==> src/hdl/prfe_pkg.sv <==
// ---------------------------------------------------------------------------
// prfe_pkg: shared types and constants for the relocation fixup engine
// Item codes, relocation type codes and the command record that moves
// from the parser to the command generator.
// ---------------------------------------------------------------------------
package prfe_pkg;

    localparam int WORD_W    = 16;
    localparam int ADDR_W    = 64;
    localparam int DATA_W    = 64;
    localparam int RVA_W     = 32;
    localparam int OFF_W     = 12;
    localparam int PGOFF_W   = RVA_W + 1;
    localparam int CFG_IDX_W = 1;

    localparam int QDEPTH = 4;
    localparam int QAW    = $clog2(QDEPTH);

    localparam logic [CFG_IDX_W-1:0] CFG_DELTA     = 1'b0;
    localparam logic [CFG_IDX_W-1:0] CFG_DEST_BASE = 1'b1;

    localparam logic [3:0] TYPE_HIGH    = 4'd1;
    localparam logic [3:0] TYPE_LOW     = 4'd2;
    localparam logic [3:0] TYPE_HIGHLOW = 4'd3;
    localparam logic [3:0] TYPE_DIR64   = 4'd10;

    localparam logic [1:0] PW_64 = 2'd0;
    localparam logic [1:0] PW_32 = 2'd1;
    localparam logic [1:0] PW_16 = 2'd2;

    typedef enum logic [1:0] {
        KIND_PATCH     = 2'd0,
        KIND_END       = 2'd1,
        KIND_MALFORMED = 2'd2
    } t_kind;

    typedef enum logic [1:0] {
        SEL_DIR64,
        SEL_HIGHLOW,
        SEL_HIGH,
        SEL_LOW
    } t_sel;

    typedef struct packed {
        t_kind              kind;
        t_sel               sel;
        logic [PGOFF_W-1:0] page_off;
        logic               last;
    } t_cmd;

endpackage

==> src/hdl/prfe_if.sv <==
// ---------------------------------------------------------------------------
// prfe_if: input and output channels of the relocation fixup engine
// Valid/ready channels carrying directory words in and fixup items out.
// ---------------------------------------------------------------------------
interface prfe_in_if;
    logic                          valid;
    logic                          ready;
    logic [prfe_pkg::WORD_W-1:0]   reloc_word;
    logic                          end_of_directory;

    modport source (output valid, output reloc_word, output end_of_directory,
                    input ready);
    modport sink   (input valid, input reloc_word, input end_of_directory,
                    output ready);
endinterface

interface prfe_out_if;
    logic                          valid;
    logic                          ready;
    logic [1:0]                    result_kind;
    logic [prfe_pkg::ADDR_W-1:0]   patch_address;
    logic [1:0]                    patch_width;
    logic [prfe_pkg::DATA_W-1:0]   addend;
    logic                          directory_done;

    modport source (output valid, output result_kind, output patch_address,
                    output patch_width, output addend, output directory_done,
                    input ready);
    modport sink   (input valid, input result_kind, input patch_address,
                    input patch_width, input addend, input directory_done,
                    output ready);
endinterface

==> src/hdl/pe_relocation_fixup_engine.sv <==
// An accepted word's item is written into the command queue at the same edge; the output
// register then loads it from the queue once it is free, and holds it until it is taken.
// One directory word per cycle while the command queue has room; words that cause no
// item pass through the parser only. A four-entry command queue and the output register
// hold up to five items under an output stall before intake stops.
// Reset (synchronous, active low): parse state, queue, output valid and both
// configuration registers clear at once; no clearing pass.
// ---------------------------------------------------------------------------
// pe_relocation_fixup_engine: base relocation fixup command generator
// Parses the relocation directory stream and emits patch commands built
// from the destination base and the image base delta.
// ---------------------------------------------------------------------------
module pe_relocation_fixup_engine (
    input  logic                            i_clk,
    input  logic                            i_rst_n,
    prfe_in_if.sink                         i_in,
    prfe_out_if.source                      o_out,
    input  logic                            i_cfg_we,
    input  logic [prfe_pkg::CFG_IDX_W-1:0]  i_cfg_index,
    input  logic [prfe_pkg::DATA_W-1:0]     i_cfg_wdata
);
    import prfe_pkg::*;

    logic [DATA_W-1:0]  r_delta;
    logic [ADDR_W-1:0]  r_dest_base;

    logic   push_valid;
    logic   push_ready;
    t_cmd   push_cmd;
    logic   pop;
    logic   pop_valid;
    t_cmd   pop_cmd;

    always_ff @(posedge i_clk) begin
        if (!i_rst_n) begin
            r_delta     <= '0;
            r_dest_base <= '0;
        end else if (i_cfg_we) begin
            case (i_cfg_index)
                CFG_DELTA:     r_delta     <= i_cfg_wdata;
                CFG_DEST_BASE: r_dest_base <= i_cfg_wdata;
                default:       r_delta     <= r_delta;
            endcase
        end
    end

    prfe_front u_front (
        .i_clk        (i_clk),
        .i_rst_n      (i_rst_n),
        .i_in         (i_in),
        .i_delta_nz   (r_delta != '0),
        .i_push_ready (push_ready),
        .o_push_valid (push_valid),
        .o_push_cmd   (push_cmd)
    );

    prfe_queue u_queue (
        .i_clk        (i_clk),
        .i_rst_n      (i_rst_n),
        .i_push_valid (push_valid),
        .i_push_cmd   (push_cmd),
        .o_push_ready (push_ready),
        .i_pop        (pop),
        .o_pop_valid  (pop_valid),
        .o_pop_cmd    (pop_cmd)
    );

    prfe_back u_back (
        .i_clk       (i_clk),
        .i_rst_n     (i_rst_n),
        .i_pop_valid (pop_valid),
        .i_pop_cmd   (pop_cmd),
        .o_pop       (pop),
        .i_delta     (r_delta),
        .i_dest_base (r_dest_base),
        .o_out       (o_out)
    );

endmodule

==> src/hdl/prfe_front.sv <==
// ---------------------------------------------------------------------------
// prfe_front: relocation directory parser
// Walks block headers and entries one word per cycle while the queue has room,
// and pushes a command for every word that produces an item.
// ---------------------------------------------------------------------------
module prfe_front (
    input  logic            i_clk,
    input  logic            i_rst_n,
    prfe_in_if.sink         i_in,
    input  logic            i_delta_nz,
    input  logic            i_push_ready,
    output logic            o_push_valid,
    output prfe_pkg::t_cmd  o_push_cmd
);
    import prfe_pkg::*;

    typedef enum logic [1:0] {
        PH_HEADER,
        PH_ENTRY,
        PH_STOPPED
    } t_phase;

    t_phase             r_phase,   n_phase;
    logic [1:0]         r_hwc,     n_hwc;
    logic [RVA_W-1:0]   r_page,    n_page;
    logic [WORD_W-1:0]  r_size_lo, n_size_lo;
    logic [30:0]        r_left,    n_left;

    logic               accept;
    logic [31:0]        size;
    logic [3:0]         etype;

    assign i_in.ready = i_push_ready;
    assign accept     = i_in.valid && i_push_ready;
    assign size       = {i_in.reloc_word, r_size_lo};
    assign etype      = i_in.reloc_word[15:12];

    always_comb begin
        n_phase      = r_phase;
        n_hwc        = r_hwc;
        n_page       = r_page;
        n_size_lo    = r_size_lo;
        n_left       = r_left;
        o_push_valid = 1'b0;
        o_push_cmd.kind     = KIND_END;
        o_push_cmd.sel      = SEL_DIR64;
        o_push_cmd.page_off = {1'b0, r_page} + PGOFF_W'(i_in.reloc_word[OFF_W-1:0]);
        o_push_cmd.last     = i_in.end_of_directory;

        if (accept) begin
            case (r_phase)
                PH_HEADER: begin
                    case (r_hwc)
                        2'd0: begin
                            n_page = {16'h0, i_in.reloc_word};
                            n_hwc  = 2'd1;
                        end
                        2'd1: begin
                            n_page = {i_in.reloc_word, r_page[15:0]};
                            n_hwc  = 2'd2;
                        end
                        2'd2: begin
                            n_size_lo = i_in.reloc_word;
                            n_hwc     = 2'd3;
                        end
                        default: begin
                            n_hwc = 2'd0;
                            if (size == 32'd0) begin
                                n_phase = PH_STOPPED;
                            end else if (size < 32'd8 || size[0]) begin
                                n_phase         = PH_STOPPED;
                                o_push_valid    = 1'b1;
                                o_push_cmd.kind = KIND_MALFORMED;
                            end else begin
                                // entries = (size - 8) / 2 for an even size
                                n_left  = size[31:1] - 31'd4;
                                n_phase = (size[31:1] != 31'd4) ? PH_ENTRY : PH_HEADER;
                            end
                        end
                    endcase
                end
                PH_ENTRY: begin
                    if (i_delta_nz) begin
                        case (etype)
                            TYPE_DIR64: begin
                                o_push_valid    = 1'b1;
                                o_push_cmd.kind = KIND_PATCH;
                                o_push_cmd.sel  = SEL_DIR64;
                            end
                            TYPE_HIGHLOW: begin
                                o_push_valid    = 1'b1;
                                o_push_cmd.kind = KIND_PATCH;
                                o_push_cmd.sel  = SEL_HIGHLOW;
                            end
                            TYPE_HIGH: begin
                                o_push_valid    = 1'b1;
                                o_push_cmd.kind = KIND_PATCH;
                                o_push_cmd.sel  = SEL_HIGH;
                            end
                            TYPE_LOW: begin
                                o_push_valid    = 1'b1;
                                o_push_cmd.kind = KIND_PATCH;
                                o_push_cmd.sel  = SEL_LOW;
                            end
                            default: begin
                                o_push_valid = 1'b0;
                            end
                        endcase
                    end
                    n_left = r_left - 31'd1;
                    if (r_left == 31'd1) begin
                        n_phase = PH_HEADER;
                    end
                end
                default: begin
                    n_phase = r_phase;
                end
            endcase

            // last word: always report, then start a fresh directory
            if (i_in.end_of_directory) begin
                o_push_valid = 1'b1;
                n_phase      = PH_HEADER;
                n_hwc        = 2'd0;
                n_page       = '0;
                n_size_lo    = '0;
                n_left       = '0;
            end
        end
    end

    always_ff @(posedge i_clk) begin
        if (!i_rst_n) begin
            r_phase   <= PH_HEADER;
            r_hwc     <= 2'd0;
            r_page    <= '0;
            r_size_lo <= '0;
            r_left    <= '0;
        end else begin
            r_phase   <= n_phase;
            r_hwc     <= n_hwc;
            r_page    <= n_page;
            r_size_lo <= n_size_lo;
            r_left    <= n_left;
        end
    end

endmodule

==> src/hdl/prfe_queue.sv <==
// ---------------------------------------------------------------------------
// prfe_queue: command queue between parser and command generator
// Small FIFO that decouples stalls on the output from word intake.
// ---------------------------------------------------------------------------
module prfe_queue (
    input  logic            i_clk,
    input  logic            i_rst_n,
    input  logic            i_push_valid,
    input  prfe_pkg::t_cmd  i_push_cmd,
    output logic            o_push_ready,
    input  logic            i_pop,
    output logic            o_pop_valid,
    output prfe_pkg::t_cmd  o_pop_cmd
);
    import prfe_pkg::*;

    t_cmd               r_mem [QDEPTH];
    logic [QAW-1:0]     r_wr_ptr;
    logic [QAW-1:0]     r_rd_ptr;
    logic [QAW:0]       r_count;
    logic               push;
    logic               pop;

    assign o_push_ready = (r_count != (QAW+1)'(QDEPTH));
    assign o_pop_valid  = (r_count != '0);
    assign o_pop_cmd    = r_mem[r_rd_ptr];
    assign push         = i_push_valid && o_push_ready;
    assign pop          = i_pop && o_pop_valid;

    always_ff @(posedge i_clk) begin
        if (push) begin
            r_mem[r_wr_ptr] <= i_push_cmd;
        end
    end

    always_ff @(posedge i_clk) begin
        if (!i_rst_n) begin
            r_wr_ptr <= '0;
            r_rd_ptr <= '0;
            r_count  <= '0;
        end else begin
            if (push) begin
                r_wr_ptr <= r_wr_ptr + QAW'(1);
            end
            if (pop) begin
                r_rd_ptr <= r_rd_ptr + QAW'(1);
            end
            case ({push, pop})
                2'b10:   r_count <= r_count + (QAW+1)'(1);
                2'b01:   r_count <= r_count - (QAW+1)'(1);
                default: r_count <= r_count;
            endcase
        end
    end

    a_no_overflow: assert property (@(posedge i_clk) disable iff (!i_rst_n)
        i_push_valid |-> o_push_ready)
        else $error("command pushed into full queue");

    a_no_underflow: assert property (@(posedge i_clk) disable iff (!i_rst_n)
        i_pop |-> o_pop_valid)
        else $error("command popped from empty queue");

    a_count_bound: assert property (@(posedge i_clk) disable iff (!i_rst_n)
        r_count <= (QAW+1)'(QDEPTH))
        else $error("queue count beyond depth");

endmodule

==> src/hdl/prfe_back.sv <==
// ---------------------------------------------------------------------------
// prfe_back: fixup command generator
// Pops commands, forms the absolute address and the addend, and holds
// the item in the output register until it is taken.
// ---------------------------------------------------------------------------
module prfe_back (
    input  logic                    i_clk,
    input  logic                    i_rst_n,
    input  logic                    i_pop_valid,
    input  prfe_pkg::t_cmd          i_pop_cmd,
    output logic                    o_pop,
    input  logic [prfe_pkg::DATA_W-1:0] i_delta,
    input  logic [prfe_pkg::ADDR_W-1:0] i_dest_base,
    prfe_out_if.source              o_out
);
    import prfe_pkg::*;

    logic               r_valid;
    logic [1:0]         r_kind;
    logic [ADDR_W-1:0]  r_addr;
    logic [1:0]         r_width;
    logic [DATA_W-1:0]  r_addend;
    logic               r_done;

    logic [ADDR_W-1:0]  n_addr;
    logic [1:0]         n_width;
    logic [DATA_W-1:0]  n_addend;
    logic               load;

    assign load  = i_pop_valid && (!r_valid || o_out.ready);
    assign o_pop = load;

    always_comb begin
        n_addr   = '0;
        n_width  = PW_64;
        n_addend = '0;
        if (i_pop_cmd.kind == KIND_PATCH) begin
            n_addr = i_dest_base + ADDR_W'(i_pop_cmd.page_off);
            case (i_pop_cmd.sel)
                SEL_DIR64: begin
                    n_width  = PW_64;
                    n_addend = i_delta;
                end
                SEL_HIGHLOW: begin
                    n_width  = PW_32;
                    n_addend = {32'h0, i_delta[31:0]};
                end
                SEL_HIGH: begin
                    n_width  = PW_16;
                    n_addend = {48'h0, i_delta[31:16]};
                end
                default: begin
                    n_width  = PW_16;
                    n_addend = {48'h0, i_delta[15:0]};
                end
            endcase
        end
    end

    always_ff @(posedge i_clk) begin
        if (!i_rst_n) begin
            r_valid <= 1'b0;
        end else if (load) begin
            r_valid <= 1'b1;
        end else if (o_out.ready) begin
            r_valid <= 1'b0;
        end
    end

    always_ff @(posedge i_clk) begin
        if (load) begin
            r_kind   <= i_pop_cmd.kind;
            r_addr   <= n_addr;
            r_width  <= n_width;
            r_addend <= n_addend;
            r_done   <= i_pop_cmd.last;
        end
    end

    assign o_out.valid          = r_valid;
    assign o_out.result_kind    = r_kind;
    assign o_out.patch_address  = r_addr;
    assign o_out.patch_width    = r_width;
    assign o_out.addend         = r_addend;
    assign o_out.directory_done = r_done;

    a_nonpatch_zero: assert property (@(posedge i_clk) disable iff (!i_rst_n)
        (r_valid && r_kind != KIND_PATCH) |->
            (r_addr == '0 && r_addend == '0 && r_width == PW_64))
        else $error("non-patch item carries patch fields");

endmodule

==> src/flat_wrapper.sv <==
// flat-port wrapper written by rule: the top's interface ports become plain ports
module pe_relocation_fixup_engine_flat import prfe_pkg::*;
  (i_clk, i_rst_n, i_cfg_we, i_cfg_index, i_cfg_wdata, i_in_valid, i_in_reloc_word, i_in_end_of_directory, i_in_ready, o_out_valid, o_out_result_kind, o_out_patch_address, o_out_patch_width, o_out_addend, o_out_directory_done, o_out_ready);
  prfe_in_if i_in_i ();
  prfe_out_if o_out_i ();
  input  logic i_clk;
  input  logic i_rst_n;
  input  logic i_cfg_we;
  input  logic [prfe_pkg::CFG_IDX_W-1:0] i_cfg_index;
  input  logic [prfe_pkg::DATA_W-1:0] i_cfg_wdata;
  input wire logic [$bits(i_in_i.valid)-1:0] i_in_valid;
  input wire logic [$bits(i_in_i.reloc_word)-1:0] i_in_reloc_word;
  input wire logic [$bits(i_in_i.end_of_directory)-1:0] i_in_end_of_directory;
  output wire logic [$bits(i_in_i.ready)-1:0] i_in_ready;
  output wire logic [$bits(o_out_i.valid)-1:0] o_out_valid;
  output wire logic [$bits(o_out_i.result_kind)-1:0] o_out_result_kind;
  output wire logic [$bits(o_out_i.patch_address)-1:0] o_out_patch_address;
  output wire logic [$bits(o_out_i.patch_width)-1:0] o_out_patch_width;
  output wire logic [$bits(o_out_i.addend)-1:0] o_out_addend;
  output wire logic [$bits(o_out_i.directory_done)-1:0] o_out_directory_done;
  input wire logic [$bits(o_out_i.ready)-1:0] o_out_ready;
  assign i_in_i.valid = i_in_valid;
  assign i_in_i.reloc_word = i_in_reloc_word;
  assign i_in_i.end_of_directory = i_in_end_of_directory;
  assign i_in_ready = i_in_i.ready;
  assign o_out_valid = o_out_i.valid;
  assign o_out_result_kind = o_out_i.result_kind;
  assign o_out_patch_address = o_out_i.patch_address;
  assign o_out_patch_width = o_out_i.patch_width;
  assign o_out_addend = o_out_i.addend;
  assign o_out_directory_done = o_out_i.directory_done;
  assign o_out_i.ready = o_out_ready;
  pe_relocation_fixup_engine u_core (.i_clk(i_clk), .i_rst_n(i_rst_n), .i_in(i_in_i), .o_out(o_out_i), .i_cfg_we(i_cfg_we), .i_cfg_index(i_cfg_index), .i_cfg_wdata(i_cfg_wdata));
endmodule
==> config.mk <==
export PLATFORM = sky130hd
export DESIGN_NAME = pe_relocation_fixup_engine_flat
export DESIGN_NICKNAME = d
export VERILOG_FILES = /design/src/hdl/prfe_pkg.sv /design/src/hdl/prfe_if.sv /design/src/hdl/pe_relocation_fixup_engine.sv /design/src/hdl/prfe_front.sv /design/src/hdl/prfe_queue.sv /design/src/hdl/prfe_back.sv /design/src/flat_wrapper.sv
export SDC_FILE = /design/constraint.sdc
export NUM_CORES = 1
export LEC_CHECK = 0
export BUFFER_PORTS_ARGS = -buffer_cell sky130_fd_sc_hd__buf_2
export CAP_MARGIN = 15
export CORE_UTILIZATION = 45
export CTS_CLUSTER_DIAMETER = 60
export DETAILED_ROUTE_END_ITERATION = 8
export RECOVER_POWER = 100
export SYNTH_ARGS = -nofsm -noshare
export SYNTH_HDL_FRONTEND = slang
export SYNTH_SLANG_ARGS = --single-unit
==> constraint.sdc <==
create_clock -name i_clk -period 16.9 [get_ports i_clk]
set_input_delay 5.07 -clock i_clk [delete_from_list [all_inputs] [get_ports i_clk]]
set_output_delay 5.07 -clock i_clk [all_outputs]
set_load 0.05 [all_outputs]
== After elaboration in Yosys (flattened, before gate mapping) ==
Memory sizes are Yosys's and may differ from the RTL's. A register that Yosys moved wholly into a read port is not among the register bits.
Cells that the tools add are included.

* Add/subtract/negate cells: 8
* $mul: 0
* Div/mod/pow operators: 0
* Magnitude comparators: 1
* Equal/unequal tests: 19
* Shift-type cells: 0
* Muxes and demuxes: 46
* Bitwise logic cells: 1
* Reductions and logical operators: 31

{| class="wikitable"
|+ Operator list
! operator !! number
|-
| $pmux W64 S3 || 1
|-
| $mux W31 || 4
|-
| $add A64 B33 Y64 || 1
|-
| $mux W32 || 2
|-
| $pmux W32 S2 || 1
|-
| $reduce_bool A64 Y1 || 1
|-
| $pmux W31 S2 || 1
|-
| $mux W16 || 3
|-
| $add A32 B12 Y33 || 1
|-
| $logic_not A32 Y1 || 1
|-
| $lt A32 B4 Y1 const B || 1
|-
| $eq A31 B1 Y1 const B || 1
|-
| $ne A31 B3 Y1 const B || 1
|-
| $sub A31 B1 Y31 const B || 1
|-
| $sub A31 B3 Y31 const B || 1
|-
| $mux W2 || 13
|-
| $ne A3 B3 Y1 const B || 5
|-
| $mux W1 || 12
|-
| $pmux W2 S2 || 3
|-
| $pmux W3 S4 || 1
|-
| $reduce_bool A2 Y1 || 5
|-
| $reduce_bool A3 Y1 || 3
|-
| $eq A2 B1 Y1 const B || 4
|-
| $eq A4 B2 Y1 const B || 2
|-
| 23 further kinds || 37
|}

* Bits in registers: 352
* Bits in latches: 0
* RAM bits: 152
* Memory bits (read-only): 0
* Memories kept: 1

{| class="wikitable"
|+ Memory list
! memory !! depth !! bits a word !! rd ports !! clocked after Yosys merged registers in !! write ports !! RTL line !! text
|-
| u_core.u_queue.r_mem || 4 || 38 || 1 || 1 || 1 || prfe_queue.sv:17 || <nowiki>t_cmd r_mem [QDEPTH];</nowiki>
|}

== Logic depth before layout (Yosys ltp) ==
* Word-level depth: 11
* Depth in mapped cells: 16

== Modules after synthesis ==
A second synthesis with hierarchy kept.

* Cell total of the unflattened synthesis: 2,319
* Area, all modules: 24,322.1 µm²

{| class="wikitable"
|+ Modules (own cells, without submodules)
! module !! instances !! cells an instance !! area an instance (µm²)
|-
| prfe_back || 1 || 757 || 7,800.0
|-
| prfe_queue || 1 || 250 || 5,983.2
|-
| prfe_front || 1 || 734 || 5,713.0
|-
| pe_relocation_fixup_engine || 1 || 578 || 4,825.9
|}

== Worst setup path before layout ==
OpenSTA, ideal clock, no wires.

* Path type: input to register
* Start point: input port o_out_ready
* End point: register u_core.u_queue.r_count[2]
* Library setup time: 0.070 ns
* Arrival time: 13.645 ns
* Setup slack: 3.185 ns
* Cell stages on the path: 8
* Path through: inv_1 > a21oi_1 > ha_1 > inv_1 > fa_1 > xor2_1 > or3_1 > a21oi_1

* Longest elaborated chain between the ends: 5
* Elaborated cells between the ends (all ways): 7
* Those cells by class: 2 x eq/ne; 1 x mux; 4 x reduce/logical

{| class="wikitable"
|+ Ends and longest elaborated chain
! what !! RTL line !! text
|-
| start: declaration || flat_wrapper.sv:21 || <nowiki>input wire logic [$bits(o_out_i.ready)-1:0] o_out_ready;</nowiki>
|-
| $logic_or A1 B1 Y1 (*) || prfe_back.sv:30 || <nowiki>assign load = i_pop_valid && (!r_valid || o_out.ready);</nowiki>
|-
| $logic_and A1 B1 Y1 (*) || prfe_back.sv:30 ||
|-
| net u_core.pop || pe_relocation_fixup_engine.sv:30 || <nowiki>logic pop;</nowiki>
|-
| $logic_and A1 B1 Y1 (*) || prfe_queue.sv:28 || <nowiki>assign pop = i_pop && o_pop_valid;</nowiki>
|-
| $eq A2 B1 Y1 or $eq A2 B2 Y1 (tied branches) || prfe_queue.sv:48 || <nowiki>case ({push, pop})</nowiki>
|-
| $pmux W3 S2 or $reduce_bool A2 Y1 (tied branches) || - ||
|-
| end signal: assignment || prfe_queue.sv:49 || <nowiki>2'b10: r_count <= r_count + (QAW+1)'(1);</nowiki>
|-
| end signal: assignment || prfe_queue.sv:50 || <nowiki>2'b01: r_count <= r_count - (QAW+1)'(1);</nowiki>
|-
| end signal: assignment || prfe_queue.sv:51 || <nowiki>default: r_count <= r_count;</nowiki>
|-
| end: declaration || prfe_queue.sv:20 || <nowiki>logic [QAW:0] r_count;</nowiki>
|}

Mark *: on every way through the listed nets, which the timed path passes. The rest lies on a longest branch.
A chain may end at the register's enable or synchronous reset.

==> impl_metrics.yaml <==
yosys:
  synth_warnings: 0
  ys_types: 79
  synth.cell_area_mm2: 0.02346
  synthCells: 2268
  async_flop_share_pct: 0
  synth_enable_flop_cells: 285
  ys_ff_latch: 506
  postSynthAreaPerCell_um2: 10.34
  syn-num-nets: 2416
  synthFlopType: "edfxtp_1"
  seq_area_frac_synth_pct: 55.34
sta:
  max-slew-margin-rel_pct: -188.0
  fin_crit_sh_pct: 69.10
  drv_slew: 682
  hold_viol: 0
  tns_ns: 0
  tightest_slew_ns: 4.297
  fmax_mhz: 85.63
  finalClockSkew_ns: 0.01931
  finalCriticalPeriod_ns: 11.68
  finalSetupViolCount: 0
  rsz0062_at_grt: "false"
  layout_setup_ws_ns: 5.222
grt:
  grt_max_degree: 114
  grt_usage_pct: 23.81
  overflow: 0
  grt_pass1_vias: 16660
  grt_pass1_wl_um: 97460
  antenna_found_initial: 1
place:
  dpl_worst_slack_ns: 8.368
  dp_hpwl_um: 45260
  place.gp.congestion: 0.9378
  port_buffers: 221
clock_network:
  cts_tree: "yes"
  cts_buffers: 56
  cts.reportedPaths.clkPinSlew_ns: 0.06
  ctsHoldBuffers: 0
  root_buffer: "clkbuf_16"
  clkSinkCount: 506
  insertion_delay_ns: 0.63
  htree_levels: 2
  post_cts_resized: 0
  cts_setup_buffers: 0
  cts.path.max_buffers: 3
route:
  wirelength_um: 64750
  firstDrtPassIters: 5
  routed-via-count: 18080
  ant_nets: 0
  wl_per_cell_um: 20.35
  drc: 0
  routed_via_density: 5.683
  drtIter0Drc: 1546
cells_and_area:
  multi_input_area_mm2: 0.009871
  final_nets: 2601
  layout-drive-gt1-share_pct: 10.28
  mostFrequentLayoutCell: "nand2_1"
  mostFrequentLayoutCells: "nand2_1, edfxtp_1, a21oi_1"
  area_delta_synth_final_pct: 14.58
  n_fill_cell: 4676
  seq_area_mm2: 0.01298
die:
  die_x_um: 230.3
  initial_utilization_pct: 45.64
  num_rows: 83
  die_y_um: 230.3
  core_mm2: 0.05141
  io_pins: 222
  fp.dieArea_mm2: 0.05305
worst_hold_path:
  hold_class: "flip-flop to flip-flop"
pwr:
  ir_worst_vdd_mv: 0.1072
  cellLeakagePower_nw: 9.523
  p_per_area_mw_per_mm2: 164.6
critical_path:
  path_max_fanout: 113
  arrival_ns: 12.24
  rrSetupSlack_ns: 9.56
  crit_chain: "clkbuf_1, clkinvlp_2, or4_1, or2_0, o41a_1, a21oi_1, o211ai_1, nand3_1"
  critPathCaptureType: "flip-flop"
  crit_required_ns: 17.46
  cp_slowest_stage_delay_ns: 3.33
  cp-start-kind: "primary input"
  worst-setup-path-type: "primary input to flip-flop"
  crit_slowest_cell: "clkinvlp_2"
status:
  status: "finished with violations"
  failed_checks: "max-capacitance violations, max-slew violations"
job:
  cap_violations: 13
cell families (layout without fill, tap and decap cells):
group,Yosys count,count (layout),synth area share [%]
XOR/XNOR,90,90,3.360
AO/OA/AOI/OAI,509,509,13.07
multiplexers,55,55,4.373
buffers and inverters,160,393,2.661
adder cells (fa/ha/maj),61,61,3.349
AND/OR/NAND/NOR,887,887,17.85
other,0,1,0
flip-flops,506,506,55.34
power breakdown:
| part | switching, mW | internal [mW] | leakage, nW |
|---|---|---|---|
| logic | 1.14 | 0.305 | 4.08 |
| registers | 0.0937 | 1.60 | 4.51 |
| clock network | 0.524 | 0.756 | 0.934 |
| total | 1.76 | 2.66 | 9.52 |
synth_stat cells, types with 5 or more instances:
cell       instances  share of area [%]
xor2_1            47                1.8
a21oi_1          265                5.7
nand2_1          385                6.2
nor2_1           178                2.8
o31ai_1           17               0.54
xnor2_1           43                1.6
buf_2             10               0.21
o211ai_1          15               0.48
and3_1            13               0.35
o21ai_1            6               0.13
or3_1             16               0.43
ha_1              58                3.1
a211oi_1          10               0.32
nor3b_1           21               0.67
a31oi_1           14               0.37
nor2b_1           30               0.80
mux2i_1           17               0.73
a22oi_1           23               0.74
nand4_1           25               0.67
nor4_1            31               0.83
o21ai_0           68                1.5
o21bai_1          10               0.32
clkbuf_1         102                1.6
dfxtp_1          221                 19
or4_1             25               0.80
edfxtp_1         285                 36
and2_1            61                1.6
a2111oi_0          8               0.30
buf_1              5              0.080
nand3_1           31               0.66
inv_1             41               0.66
or2_2              6               0.16
nor3_1            39               0.83
o21a_1             6               0.19
mux4_2            38                3.6
nand2b_1           9               0.24
a21o_1            25               0.80
critical path, delay by kind of cell:
kind / cells / cell delay (ns)
AOI/OAI and AO/OA: 3 / 0.86
buffers and inverters: 2 / 3.72
and+or+nand+nor: 3 / 2.51
per-layer routing:
metal  global-route usage, %  up-vias  wire [um]  part of all wire [%]
li1                        -     8579          -                     -
met1                   33.23     8749      29290                    45
met2                   37.06      629      29340                    45
met3                   4.027      125       3792                   5.9
met4                   9.127        0       2324                   3.6
met5                       0        -          0                     0
worst paths after layout:
| check | startpoint | end | depth (start not counted) |
|---|---|---|---|
| worst max-delay path | i_rst_n | u_core.u_front.r_left[22] | 8 |
| worst min-delay path | u_core.r_dest_base[30] | u_core.r_dest_base[30] | 2 |
| worst max register to register | flip-flop | u_core.u_back.o_out.patch_address[63] | 5 |
| worst min register to register | u_core.r_dest_base[30] | u_core.r_dest_base[30] | 2 |
final cells by class:
type	count	area share, %
multi-input cells	1602	36.72
inverters	41	0.5772
well taps	680	3.165
repair buffers	246	3.956
clock buffers	66	5.506
diodes	1	0.009309
clock inverters	40	1.764
flip-flops and latches	506	48.30
stage by stage:
stage               utilization (%)  power, mW  instances  area [um2]  hold WS [ns]
global route                  52.29      4.606       3182       26880        0.4819
detailed placement            48.99      3.193       3072       25190        0.4559
global placement              48.99      3.182       3072       25190        0.4479
CTS                           52.80      4.474       3178       27140        0.4655
floorplan                         -      2.841       2268       23460        0.4367
finish                        52.29      4.425       3182       26880        0.4636
state kept, by name, indices dropped and copies added (netlist names), 2 cells and up, named ones only:
register and flops:
u_core.u_queue.r_mem 152, u_core.r_delta 64, u_core.r_dest_base 64, u_core.u_back.o_out.addend 64, u_core.u_back.o_out.patch_address 64, u_core.u_front.r_page 32
u_core.u_front.r_left 31, u_core.u_front.r_size_lo 16, u_core.u_queue.r_count 3, u_core.u_back.o_out.patch_width 2, u_core.u_back.o_out.result_kind 2, u_core.u_front.r_hwc 2
u_core.u_front.r_phase 2, u_core.u_queue.r_rd_ptr 2, u_core.u_queue.r_wr_ptr 2
Note: power is estimated with default switching activity, not from simulation.
